`src/rtl/clrq_pkg.sv`:
```
package clrq_pkg;

  typedef enum logic [1:0] {
    OP_BYTE = 2'd0,
    OP_READ = 2'd1,
    OP_TAKE = 2'd2,
    OP_NONE = 2'd3
  } op_t;

  localparam logic [3:0] KIND_STORED     = 4'd0;
  localparam logic [3:0] KIND_DISCARDED  = 4'd1;
  localparam logic [3:0] KIND_OVERFLOW   = 4'd2;
  localparam logic [3:0] KIND_QUEUED     = 4'd3;
  localparam logic [3:0] KIND_STOP       = 4'd4;
  localparam logic [3:0] KIND_DROPPED    = 4'd5;
  localparam logic [3:0] KIND_EMPTY      = 4'd6;
  localparam logic [3:0] KIND_CMD_BYTE   = 4'd7;
  localparam logic [3:0] KIND_NONE       = 4'd8;
  localparam logic [3:0] KIND_STOP_TAKEN = 4'd9;
  localparam logic [3:0] KIND_NO_STOP    = 4'd10;

  localparam logic [7:0] CHAR_CR = 8'h0D;
  localparam logic [7:0] CHAR_LF = 8'h0A;

  typedef enum logic [2:0] {
    JOB_SIMPLE,
    JOB_STOP,
    JOB_LINE,
    JOB_READ,
    JOB_TAKE
  } job_type_t;

  typedef struct packed {
    job_type_t  job_type;
    logic [3:0] kind;
  } job_t;

  typedef enum logic [1:0] {
    BK_IDLE,
    BK_COPY,
    BK_COPY_END,
    BK_READ
  } back_state_t;

  function automatic logic [7:0] stop_char(input logic [1:0] pos);
    logic [7:0] c;
    case (pos)
      2'd0: c = 8'h53;
      2'd1: c = 8'h54;
      2'd2: c = 8'h4F;
      2'd3: c = 8'h50;
      default: c = 8'h00;
    endcase
    return c;
  endfunction

endpackage

```
`src/rtl/clrq_front.sv`:
```
module clrq_front import clrq_pkg::*; #(
  parameter int LINE_BYTES = 32,
  localparam int LW = $clog2(LINE_BYTES)
) (
  input  logic          clk,
  input  logic          rst,
  input  logic          accept,
  input  logic [1:0]    operation,
  input  logic [7:0]    rx_byte,
  input  logic          copy_done,
  input  logic [LW-1:0] lb_raddr,
  output logic [7:0]    lb_rdata,
  output logic [LW-1:0] copy_len,
  output logic          copy_pending,
  output logic          push,
  output job_t          job
);

  logic [7:0]    line_buf [LINE_BYTES];
  logic [LW-1:0] length, length_next;
  logic          discarding, discarding_next;
  logic          stop_match, stop_match_next;
  logic [LW-1:0] copy_len_next;
  logic          copy_pending_next;
  logic          lb_we;
  logic          is_term;

  assign is_term = (rx_byte == CHAR_CR) || (rx_byte == CHAR_LF);
  assign push    = accept && (operation != OP_NONE);

  always_comb begin
    length_next       = length;
    discarding_next   = discarding;
    stop_match_next   = stop_match;
    copy_len_next     = copy_len;
    copy_pending_next = copy_pending;
    lb_we             = 1'b0;
    job.job_type      = JOB_SIMPLE;
    job.kind          = KIND_EMPTY;
    if (copy_done) begin
      copy_pending_next = 1'b0;
    end
    if (accept) begin
      case (operation)
        OP_BYTE: begin
          if (is_term) begin
            length_next     = '0;
            discarding_next = 1'b0;
            if (discarding || length == '0) begin
              job.kind = KIND_EMPTY;
            end else if (stop_match && length == LW'(4)) begin
              job.job_type = JOB_STOP;
            end else begin
              job.job_type      = JOB_LINE;
              copy_len_next     = length;
              copy_pending_next = 1'b1;
            end
          end else if (discarding) begin
            job.kind = KIND_DISCARDED;
          end else if (length < LW'(LINE_BYTES - 1)) begin
            lb_we       = 1'b1;
            length_next = length + 1'b1;
            job.kind    = KIND_STORED;
            if (length == '0) begin
              stop_match_next = (rx_byte == stop_char(2'd0));
            end else if (length < LW'(4)) begin
              stop_match_next = stop_match && (rx_byte == stop_char(length[1:0]));
            end
          end else begin
            length_next     = '0;
            discarding_next = 1'b1;
            job.kind        = KIND_OVERFLOW;
          end
        end
        OP_READ: job.job_type = JOB_READ;
        OP_TAKE: job.job_type = JOB_TAKE;
        default: job.job_type = JOB_SIMPLE;
      endcase
    end
  end

  always_ff @(posedge clk) begin
    if (rst) begin
      length       <= '0;
      discarding   <= 1'b0;
      copy_pending <= 1'b0;
    end else begin
      length       <= length_next;
      discarding   <= discarding_next;
      copy_pending <= copy_pending_next;
    end
    stop_match <= stop_match_next;
    copy_len   <= copy_len_next;
  end

  always_ff @(posedge clk) begin
    if (lb_we) begin
      line_buf[length] <= rx_byte;
    end
    lb_rdata <= line_buf[lb_raddr];
  end

endmodule

```
`src/rtl/clrq_job_fifo.sv`:
```
module clrq_job_fifo import clrq_pkg::*; (
  input  logic clk,
  input  logic rst,
  input  logic push,
  input  job_t push_job,
  input  logic pop,
  output job_t head,
  output logic empty,
  output logic full
);

  job_t       entries [2];
  logic       wr_ptr;
  logic       rd_ptr;
  logic [1:0] fill;

  assign head  = entries[rd_ptr];
  assign empty = (fill == 2'd0);
  assign full  = (fill == 2'd2);

  always_ff @(posedge clk) begin
    if (rst) begin
      wr_ptr <= 1'b0;
      rd_ptr <= 1'b0;
      fill   <= 2'd0;
    end else begin
      if (push) begin
        wr_ptr <= ~wr_ptr;
      end
      if (pop) begin
        rd_ptr <= ~rd_ptr;
      end
      if (push && !pop) begin
        fill <= fill + 2'd1;
      end else if (pop && !push) begin
        fill <= fill - 2'd1;
      end
    end
    if (push) begin
      entries[wr_ptr] <= push_job;
    end
  end

endmodule

```
`src/rtl/clrq_back.sv`:
```
module clrq_back import clrq_pkg::*; #(
  parameter int LINE_BYTES = 32,
  parameter int QUEUE_DEPTH = 8,
  localparam int LW = $clog2(LINE_BYTES)
) (
  input  logic          clk,
  input  logic          rst,
  input  logic          fifo_empty,
  input  job_t          head,
  output logic          pop,
  output logic [LW-1:0] lb_raddr,
  input  logic [7:0]    lb_rdata,
  input  logic [LW-1:0] copy_len,
  output logic          copy_done,
  output logic          strobe,
  output logic [3:0]    kind,
  output logic [7:0]    data_byte,
  output logic          last,
  output logic          stop_pending,
  output logic [3:0]    queued_lines
);

  localparam int RW = $clog2(LINE_BYTES + 1);
  localparam int PW = $clog2(QUEUE_DEPTH);
  localparam int CW = $clog2(QUEUE_DEPTH + 1);
  localparam int AW = $clog2(QUEUE_DEPTH * LINE_BYTES);

  function automatic logic [AW-1:0] entry_addr(input logic [PW-1:0] ptr,
                                               input logic [LW-1:0] idx);
    return AW'(ptr) * AW'(LINE_BYTES) + AW'(idx);
  endfunction

  function automatic logic [PW-1:0] ptr_inc(input logic [PW-1:0] ptr);
    return (ptr == PW'(QUEUE_DEPTH - 1)) ? '0 : ptr + 1'b1;
  endfunction

  logic [7:0]    store [QUEUE_DEPTH * LINE_BYTES];
  logic [7:0]    store_q;
  logic          store_re;

  back_state_t   state, state_next;
  logic [PW-1:0] rp, rp_next;
  logic [PW-1:0] wp, wp_next;
  logic [CW-1:0] count, count_next;
  logic          flag, flag_next;
  logic [LW-1:0] copy_idx, copy_idx_next;
  logic          pend_valid, pend_valid_next;
  logic [LW-1:0] pend_idx, pend_idx_next;
  logic [PW-1:0] rd_ptr, rd_ptr_next;
  logic [RW-1:0] rd_idx, rd_idx_next;
  logic          rd_pend, rd_pend_next;
  logic [LW-1:0] rd_pend_idx, rd_pend_idx_next;
  logic          rd_end;
  logic          queue_full;

  logic          strobe_next;
  logic [3:0]    kind_next;
  logic [7:0]    data_byte_next;
  logic          last_next;

  assign pop        = (state == BK_IDLE) && !fifo_empty;
  assign lb_raddr   = copy_idx;
  assign queue_full = (count >= CW'(QUEUE_DEPTH)) || flag;
  assign rd_end     = rd_pend &&
                      ((store_q == 8'h00) || (rd_pend_idx == LW'(LINE_BYTES - 1)));

  always_comb begin
    state_next = state;
    case (state)
      BK_IDLE: begin
        if (!fifo_empty) begin
          if (head.job_type == JOB_LINE && !queue_full) begin
            state_next = BK_COPY;
          end else if (head.job_type == JOB_READ && count != '0) begin
            state_next = BK_READ;
          end
        end
      end
      BK_COPY: begin
        if (copy_idx == copy_len) begin
          state_next = BK_COPY_END;
        end
      end
      BK_COPY_END: state_next = BK_IDLE;
      BK_READ: begin
        if (rd_end) begin
          state_next = BK_IDLE;
        end
      end
      default: state_next = BK_IDLE;
    endcase
  end

  always_comb begin
    rp_next          = rp;
    wp_next          = wp;
    count_next       = count;
    flag_next        = flag;
    copy_idx_next    = copy_idx;
    pend_valid_next  = 1'b0;
    pend_idx_next    = pend_idx;
    rd_ptr_next      = rd_ptr;
    rd_idx_next      = rd_idx;
    rd_pend_next     = 1'b0;
    rd_pend_idx_next = rd_pend_idx;
    store_re         = 1'b0;
    copy_done        = 1'b0;
    strobe_next      = 1'b0;
    kind_next        = KIND_NONE;
    data_byte_next   = 8'h00;
    last_next        = 1'b1;
    case (state)
      BK_IDLE: begin
        if (!fifo_empty) begin
          case (head.job_type)
            JOB_SIMPLE: begin
              strobe_next = 1'b1;
              kind_next   = head.kind;
            end
            JOB_STOP: begin
              count_next  = '0;
              rp_next     = wp;
              flag_next   = 1'b1;
              strobe_next = 1'b1;
              kind_next   = KIND_STOP;
            end
            JOB_LINE: begin
              if (queue_full) begin
                copy_done   = 1'b1;
                strobe_next = 1'b1;
                kind_next   = KIND_DROPPED;
              end else begin
                copy_idx_next = '0;
              end
            end
            JOB_READ: begin
              if (count == '0) begin
                strobe_next = 1'b1;
                kind_next   = KIND_NONE;
              end else begin
                rd_ptr_next = rp;
                rp_next     = ptr_inc(rp);
                count_next  = count - 1'b1;
                rd_idx_next = '0;
              end
            end
            JOB_TAKE: begin
              strobe_next = 1'b1;
              if (flag) begin
                flag_next  = 1'b0;
                count_next = '0;
                rp_next    = wp;
                kind_next  = KIND_STOP_TAKEN;
              end else begin
                kind_next = KIND_NO_STOP;
              end
            end
            default: ;
          endcase
        end
      end
      BK_COPY: begin
        pend_valid_next = 1'b1;
        pend_idx_next   = copy_idx;
        if (copy_idx != copy_len) begin
          copy_idx_next = copy_idx + 1'b1;
        end
      end
      BK_COPY_END: begin
        wp_next     = ptr_inc(wp);
        count_next  = count + 1'b1;
        copy_done   = 1'b1;
        strobe_next = 1'b1;
        kind_next   = KIND_QUEUED;
      end
      BK_READ: begin
        if (rd_idx < RW'(LINE_BYTES)) begin
          store_re         = 1'b1;
          rd_idx_next      = rd_idx + 1'b1;
          rd_pend_next     = !rd_end;
          rd_pend_idx_next = rd_idx[LW-1:0];
        end
        if (rd_pend) begin
          strobe_next = 1'b1;
          kind_next   = KIND_CMD_BYTE;
          if (rd_end) begin
            data_byte_next = 8'h00;
            last_next      = 1'b1;
          end else begin
            data_byte_next = store_q;
            last_next      = 1'b0;
          end
        end
      end
      default: ;
    endcase
  end

  always_ff @(posedge clk) begin
    if (rst) begin
      state      <= BK_IDLE;
      rp         <= '0;
      wp         <= '0;
      count      <= '0;
      flag       <= 1'b0;
      pend_valid <= 1'b0;
      rd_pend    <= 1'b0;
      strobe     <= 1'b0;
    end else begin
      state      <= state_next;
      rp         <= rp_next;
      wp         <= wp_next;
      count      <= count_next;
      flag       <= flag_next;
      pend_valid <= pend_valid_next;
      rd_pend    <= rd_pend_next;
      strobe     <= strobe_next;
    end
    copy_idx     <= copy_idx_next;
    pend_idx     <= pend_idx_next;
    rd_ptr       <= rd_ptr_next;
    rd_idx       <= rd_idx_next;
    rd_pend_idx  <= rd_pend_idx_next;
    kind         <= kind_next;
    data_byte    <= data_byte_next;
    last         <= last_next;
    stop_pending <= flag_next;
    queued_lines <= 4'(count_next);
  end

  always_ff @(posedge clk) begin
    if (pend_valid) begin
      store[entry_addr(wp, pend_idx)] <= (pend_idx == copy_len) ? 8'h00 : lb_rdata;
    end
    if (store_re) begin
      store_q <= store[entry_addr(rd_ptr, rd_idx[LW-1:0])];
    end
  end

endmodule

```
`src/rtl/command_line_receiver_queue.sv`:
```
// Channel   Handshake            Fields
// command   start / busy         operation, rx_byte
// result    strobe (one cycle)   kind, data_byte, last, stop_pending, queued_lines
//
// A command transfers when start is high and busy is low; up to two commands wait in
// the job queue between the front and back ends.
// A byte, take-stop or empty read gives its result once the idle back end pops its job.
// Queuing a line occupies the back end in its copy and copy-end states; busy stays high
// until that copy out of the line buffer ends. A read of L characters streams L + 1
// results on consecutive cycles.
// Reset is synchronous; the receiver cannot stall, so results are never held.
module command_line_receiver_queue import clrq_pkg::*; #(
  parameter int LINE_BYTES = 32,
  parameter int QUEUE_DEPTH = 8
) (
  input  logic       clk,
  input  logic       rst,
  input  logic       start,
  output logic       busy,
  input  logic [1:0] operation,
  input  logic [7:0] rx_byte,
  output logic       strobe,
  output logic [3:0] kind,
  output logic [7:0] data_byte,
  output logic       last,
  output logic       stop_pending,
  output logic [3:0] queued_lines
);

  localparam int LW = $clog2(LINE_BYTES);

  logic          accept;
  logic          push;
  job_t          push_job;
  job_t          head;
  logic          pop;
  logic          fifo_empty;
  logic          fifo_full;
  logic          copy_pending;
  logic          copy_done;
  logic [LW-1:0] copy_len;
  logic [LW-1:0] lb_raddr;
  logic [7:0]    lb_rdata;

  assign busy   = fifo_full || copy_pending;
  assign accept = start && !busy;

  clrq_front #(
    .LINE_BYTES(LINE_BYTES)
  ) u_front (
    .clk         (clk),
    .rst         (rst),
    .accept      (accept),
    .operation   (operation),
    .rx_byte     (rx_byte),
    .copy_done   (copy_done),
    .lb_raddr    (lb_raddr),
    .lb_rdata    (lb_rdata),
    .copy_len    (copy_len),
    .copy_pending(copy_pending),
    .push        (push),
    .job         (push_job)
  );

  clrq_job_fifo u_fifo (
    .clk     (clk),
    .rst     (rst),
    .push    (push),
    .push_job(push_job),
    .pop     (pop),
    .head    (head),
    .empty   (fifo_empty),
    .full    (fifo_full)
  );

  clrq_back #(
    .LINE_BYTES (LINE_BYTES),
    .QUEUE_DEPTH(QUEUE_DEPTH)
  ) u_back (
    .clk         (clk),
    .rst         (rst),
    .fifo_empty  (fifo_empty),
    .head        (head),
    .pop         (pop),
    .lb_raddr    (lb_raddr),
    .lb_rdata    (lb_rdata),
    .copy_len    (copy_len),
    .copy_done   (copy_done),
    .strobe      (strobe),
    .kind        (kind),
    .data_byte   (data_byte),
    .last        (last),
    .stop_pending(stop_pending),
    .queued_lines(queued_lines)
  );

endmodule

```
`config.mk`:
```
export PLATFORM = sky130hd
export DESIGN_NAME = command_line_receiver_queue
export DESIGN_NICKNAME = d
export VERILOG_FILES = /design/src/rtl/clrq_pkg.sv /design/src/rtl/clrq_front.sv /design/src/rtl/clrq_job_fifo.sv /design/src/rtl/clrq_back.sv /design/src/rtl/command_line_receiver_queue.sv
export SDC_FILE = /design/constraint.sdc
export NUM_CORES = 2
export LEC_CHECK = 0
export ABC_AREA = 1
export BUFFER_PORTS_ARGS = -buffer_cell sky130_fd_sc_hd__buf_4
export CORE_ASPECT_RATIO = 0.7
export CORE_MARGIN = 1.5
export CORE_UTILIZATION = 40
export CTS_BUF_LIST = sky130_fd_sc_hd__clkbuf_4
export DETAILED_ROUTE_END_ITERATION = 8
export GPL_ROUTABILITY_DRIVEN = 0
export SETUP_SLACK_MARGIN = 0.2
export SLEW_MARGIN = 20
export SYNTH_ARGS = -nofsm -noshare
export SYNTH_HDL_FRONTEND = slang
export SYNTH_SLANG_ARGS = --single-unit
```
`constraint.sdc`:
```
create_clock -name clk -period 10.4 [get_ports clk]
set_input_delay 1.04 -clock clk [delete_from_list [all_inputs] [get_ports clk]]
set_output_delay 1.04 -clock clk [all_outputs]
set_load 0.02 [all_outputs]
```
Yosys cells after proc, flatten, opt, wreduce, memory -nomap -nowiden
Memories as Yosys holds them, arrays and structs flattened. A register that Yosys moved wholly into a read port is not among the register bits.
Cells that the tools add are included.
{"block": "totals", "register_bits": 75, "mem_bits_rw": 2318, "inputBits": 13, "out_inout_bits": 20, "n_memories": 3}
{"block": "op_classes", "n_addsub": 11, "magnitude_cmp": 4, "eq_ne": 38, "n_mux": 95, "bitwise_logic": 11, "n_reduce_logical": 49}
{"name": "u_back.store", "words": 256, "word_bits": 8, "rd": 1, "rd_clocked_by_memory_dff": 1, "write_ports": 1, "line_no": "clrq_back.sv:37", "rtl": "logic [7:0] store [QUEUE_DEPTH * LINE_BYTES];"}
{"name": "u_front.line_buf", "words": 32, "word_bits": 8, "rd": 1, "rd_clocked_by_memory_dff": 1, "write_ports": 1, "line_no": "clrq_front.sv:19", "rtl": "logic [7:0] line_buf [LINE_BYTES];"}
{"name": "u_fifo.entries", "words": 2, "word_bits": 7, "rd": 1, "rd_clocked_by_memory_dff": 1, "write_ports": 1, "line_no": "clrq_job_fifo.sv:12", "rtl": "job_t entries [2];"}
{"operator": "8-bit 2-to-1 mux", "count": 8}
{"operator": "1-bit 2-to-1 mux", "count": 36}
{"operator": "4-bit 2-to-1 mux", "count": 9}
{"operator": "5-bit 2-to-1 mux", "count": 7}
{"operator": "8-bit one-hot mux with 4 select lines", "count": 1}
{"operator": "6-bit 2-to-1 mux", "count": 4}
{"operator": "4-bit one-hot mux with 3 select lines", "count": 2}
{"operator": "2-bit 2-to-1 mux", "count": 10}
{"operator": "5-bit AND reduction", "count": 4}
{"operator": "3-bit 2-to-1 mux", "count": 6}
{"operator": "3-bit one-hot mux with 3 select lines", "count": 2}
{"operator": "8-bit by 5-bit adder with 8-bit output", "count": 2}
{"operator": "8-bit by 4-bit == test with 1-bit output (second input constant)", "count": 2}
{"operator": "2-bit inequality test (second input constant)", "count": 8}
{"operator": "4-bit one-hot mux with 4 select lines", "count": 1}
{"operator": "2-bit == test (second input constant)", "count": 6}
{"operator": "6-bit one-hot mux with 2 select lines", "count": 1}
{"operator": "1-bit inverter", "count": 11}
{"operator": "5-bit by 1-bit adder with 5-bit output (second input constant)", "count": 2}
{"operator": "5-bit == test", "count": 2}
{"operator": "1-bit logical AND", "count": 10}
{"operator": "2-bit by 1-bit inequality test with 1-bit output (second input constant)", "count": 5}
{"operator": "5-bit one-hot mux with 2 select lines", "count": 1}
{"operator": "3-bit == test (second input constant)", "count": 3}
{"operator": "39 further kinds", "count": 65}

Logic depth before layout (Yosys ltp)
{"block": "depth", "ltp_word": 13, "depth_mapped": 17, "mapped_depth_nobuf": 14}

By module
Synthesis repeated with hierarchy kept, for this count alone.
{"block": "unflattened", "hier_cells": 9200, "hier_area_um2": 100654.0}
{"mod": "clrq_back", "instances": 1, "cells_each": 8080, "area_per_inst_um2": 88224.6}
{"mod": "clrq_front", "instances": 1, "cells_each": 1060, "area_per_inst_um2": 11666.2}
{"mod": "clrq_job_fifo", "instances": 1, "cells_each": 55, "area_per_inst_um2": 739.5}
{"mod": "command_line_receiver_queue", "instances": 1, "cells_each": 5, "area_per_inst_um2": 23.8}

Worst setup path after synthesis
No wires, ideal clock.
{"block": "synth_timing", "path_type": "register -> register", "startpoint": "reg u_back.pend_idx[0]", "endpoint": "mem u_back.store[0][0] (data pin)", "t_arrival_ns": 6.653, "t_required_ns": 9.008, "path_slack_ns": 2.356, "path_stages_with_launch": 5, "n_path_buf": 0, "path_cell_list": "edfxtp_1 -> xnor2_1 -> nand3_1 -> nor4_1 -> nor2_1"}
{"block": "synth_via", "elab_chain_cells": 2}
{"element": "start: declaration", "line_no": "clrq_back.sv:48", "rtl": "logic [LW-1:0] pend_idx, pend_idx_next;"}
{"element": "start signal: assignment", "line_no": "clrq_back.sv:220", "rtl": "pend_idx <= pend_idx_next;"}
{"element": "5-bit == test", "line_no": "clrq_back.sv:233", "rtl": "store[entry_addr(wp, pend_idx)] <= (pend_idx == copy_len) ? 8'h00 : lb_rdata;"}
{"element": "8-bit 2-to-1 mux", "line_no": "clrq_back.sv:233"}
{"element": "end: declaration", "line_no": "clrq_back.sv:37"}
No other way between the ends.

Worst setup path in the final report
{"block": "layout_timing", "startpoint": "reg u_back.rd_idx[0]", "endpoint": "reg u_back.store_q[5] (read register of u_back.store) (data pin)"}
{"block": "layout_via", "elab_chain_cells": 3}
{"element": "start: declaration", "line_no": "clrq_back.sv:50", "rtl": "logic [RW-1:0] rd_idx, rd_idx_next;"}
{"element": "start signal: assignment", "line_no": "clrq_back.sv:222", "rtl": "rd_idx <= rd_idx_next;"}
{"element": "6-bit less-than comparator", "line_no": "clrq_back.sv:177", "rtl": "if (rd_idx < RW'(LINE_BYTES)) begin"}
{"element": "1-bit 2-to-1 mux", "line_no": "clrq_back.sv:177"}
{"element": "1-bit 2-to-1 mux", "line_no": "clrq_back.sv:112", "rtl": "case (state)"}
{"element": "end: declaration", "line_no": "clrq_back.sv:38", "rtl": "logic [7:0] store_q;"}
Parallel ways exist; a longest one is shown, timed or not.
A chain may end at the register's enable or synchronous reset.

==> results.yml <==
logic_synthesis:
  yosysWarnings: 0
  syn_nets: 9329
  syn-instance-count: 9296
  synth_fa_ha_area_share_pct: 0.248
  synth_area_um2: 101000
  synthMuxAreaShare_pct: 0
  synth_cell_types: 33
  syn_avg_cell_area_um2: 10.9
  yosys.area_share.xor_xnor_pct: 0.113
  ys_ff_latch: 2408
  yosysSeqAreaShare_pct: 71.1
  yosys.area_share.simple_pct: 19.2
  synth_compound_area_share_pct: 4.26
  synth_top_family_by_area: "simple AND/OR/NAND/NOR gates"
finish:
  fin_area_um2: 111000
  layout-drive-gt1-share_pct: 10.8
  nNetsFinal: 9527
  syn_to_final_growth_pct: 10.2
  final_cells: 13300
timing:
  post-route-min-period_ps: 5330
  fin_setup_tns_ps: 0
  fin_crit_sh_pct: 51.3
  fmax_mhz: 187
  relSlewSlack_pct: 2.32
  maxSlewViolCount: 0
  setup_ws_ps: 5070
  fin_worst_skew_ps: 153
  finalHoldViolCount: 0
  grt_setup_unrepaired: "no"
  worst_pin_slew_ps: 1470
  finalSetupViolations: 0
routing:
  dr.pass1.iters: 7
  drt_wl_total_um: 290000
  viasPerCell: 5.23
  antenna_left: 0
  drt-initial-drc-count: 8801
  drcViolationCount: 0
  routedWlPerCell_um: 21.9
  vias: 69400
placement:
  place_worst_setup_slack_ps: 5310
  numPortBuffers: 32
  dp.cells: 12200
  dp.final_hpwl_um: 163000
  place_area_um2: 104000
floorplanning:
  io_pins: 33
  die_area_um2: 256000
  initial_core_util_pct: 40.2
  dieHeight_um: 423
  rows: 154
  die_w_um: 604
  fp.coreArea_um2: 251000
clocking:
  clk_latency_ps: 1360
  clock-sinks: 2408
  clk_pin_slew_worst_paths_ps: 80
  post_cts.repair.setup_buffers: 0
  clockBufferDepth: 4
  cts_resized: 0
  cts-root-buf: "clkbuf_4"
  numCtsBuffers: 597
  cts_tree: "yes"
  htreeDepth: 6
power:
  leakage_nw: 41.8
  power_mw: 28.4
  power.density_nw_per_um2: 255
  peakVddDrop_uv: 294
setup_path:
  arrival_ps: 6530
  worstSetupPathType: "flop to flop"
  crit_fanout: 244
  cp_data_required_time_ps: 11590
  crit_path_start_kind: "flop"
  end_kind: "flop"
worst_hold_path:
  hold_path_class: "primary input to flop"
grt:
  track_usage_pct: 22.2
  grt_pass1_wl_um: 425000
  grt_pass1_vias: 66000
  grt_overflow: 0
  grt_max_degree: 245
  antenna_found_initial: 16
outcome:
  status: "finished clean"
flow_run:
  cap_violations: 0
## path summary, 6_finish.rpt
| kind | from | to | slack, ps | depth (start not counted) |
|---|---|---|---|---|
| worst min-delay path | rx_byte[7] | u_front.line_buf[28][7]$_DFFE_PP_ | 150 | 1 |
| worst max register to register | u_back.rd_idx[0]$_SDFFCE_PP0P_ | u_back.store_q[5]$_DFFE_PP_ | 5070 | 11 |
| worst max-delay path | u_back.rd_idx[0]$_SDFFCE_PP0P_ | u_back.store_q[5]$_DFFE_PP_ | 5070 | 11 |
| worst min register to register | u_fifo.rd_ptr$_SDFFE_PP0P_ | u_fifo.rd_ptr$_SDFFE_PP0P_ | 470 | 1 |
## worst max-delay path: stages (launching register included)
cell and delay [ps]:
edfxtp_1 600, inv_16 400, buf_4 940, buf_12 590, o21ai_0 350, nand3_1 150, nand3_1 230, nand2_1 170
nand3_1 290, nand3_1 250, nand3_1 220, nand2_1 150
## cells in the mapped netlist, drive strengths merged
| library cell | n | share of area (%) |
|---|---|---|
| nand2 | 2431 | 9.0 |
| edfxtp | 2354 | 70 |
| nor2 | 1353 | 5.0 |
| nand3 | 933 | 4.6 |
| inv | 731 | 2.7 |
| o21ai | 518 | 2.6 |
| clkbuf | 265 | 0.98 |
| buf | 259 | 1.5 |
| a21oi | 161 | 0.80 |
| dfxtp | 54 | 1.1 |
| o211ai | 51 | 0.38 |
| or2 | 43 | 0.27 |
| o22ai | 37 | 0.23 |
| o221ai | 27 | 0.23 |
| ha | 20 | 0.25 |
| nand4 | 17 | 0.11 |
| nor3 | 13 | 0.064 |
| xnor2 | 8 | 0.069 |
| xor2 | 5 | 0.043 |
| a211oi | 4 | 0.030 |
| clkinv | 4 | 0.015 |
| nor4 | 4 | 0.025 |
| a2111oi | 1 | 0.0087 |
| and3 | 1 | 0.0062 |
| o2111ai | 1 | 0.0087 |
| o31ai | 1 | 0.0074 |
## cell families (layout without fill, tap and decap cells)
logic type	after synthesis	in the layout
compound gates	801	801
xor+xnor	13	13
fa+ha+maj	20	20
buf+inv	1259	1860
flops	2408	2408
other cells	0	5
simple gates	4795	4795
## power by group
group	internal [mW]	leakage, nW	switching, mW
Clock	4.08	4.35	3.88
Combinational	1.71	15.8	6.53
Sequential	12.1	21.6	0.109
Total	17.9	41.8	10.5
## per-layer routing
metal  share of wire, %  global-route usage, %  vias up
li1                   -                      -    32100
met1                 44                   32.7    33400
met2                 41                   30.0     3426
met3                 13                   8.17      451
met4                2.6                   6.98       12
met5              0.093                  0.544        -
## flip-flops by register name (all words and copies together), names as in the netlist, 5 cells and up, named ones only
| register | flops |
|---|---|
| u_front.line_buf | 256 |
| u_back.lb_raddr | 5 |
| u_back.store_q | 8 |
| u_back.data_byte | 8 |
| u_back.store | 2048 |
| u_front.lb_rdata | 8 |
| u_fifo.entries | 12 |
| u_front.copy_len | 5 |
| u_back.pend_idx | 5 |
| u_front.length | 5 |
| u_back.rd_idx | 6 |
| u_back.rd_pend_idx | 5 |
## cell type report
class | count | area (um^2)
clock inverter | 179 | 1220
fill | 23500 | 140000
timing repair buffer | 123 | 1070
tap | 3354 | 4200
clock buffer | 823 | 6180
antenna | 5 | 12.5
sequential | 2408 | 71800
inverter | 735 | 2790
multi-input combinational | 5629 | 24100
## metrics by stage
stage	hold WS [ps]	utilization (%)
4_1_cts	10.2	44.3
6_report	155	44.3
3_5_place_dp	458	41.4
3_3_place_gp	437	41.4
5_1_grt	91.5	44.3
2_1_floorplan	406	-
## layout by cell type, fill, tap and decap left out, types with 11 or more instances in the layout
master / netlist / layout
or2_2: 43 / 43
buf_4: 40 / 108
clkinv_1: 4 / 125
clkbuf_4: 0 / 823
edfxtp_1: 2354 / 2354
nand2_1: 2431 / 2422
o221ai_1: 27 / 27
bufinv_16: 0 / 17
o22ai_1: 37 / 37
o21ai_0: 509 / 509
nand3_1: 933 / 933
inv_1: 727 / 724
o211ai_1: 51 / 51
nor3_1: 13 / 13
nor2_1: 1353 / 1343
ha_1: 20 / 20
buf_12: 0 / 11
inv_2: 3 / 14
nand4_1: 17 / 17
a21oi_1: 161 / 161
dfxtp_1: 54 / 54
## what timing repair did
action / 4_1_cts / 5_1_grt
setup endpoints to repair: 0 / 0
hold buffers: 3 / 0
hold endpoints to repair: 19 / 0
(Power assumes the default switching activity.)
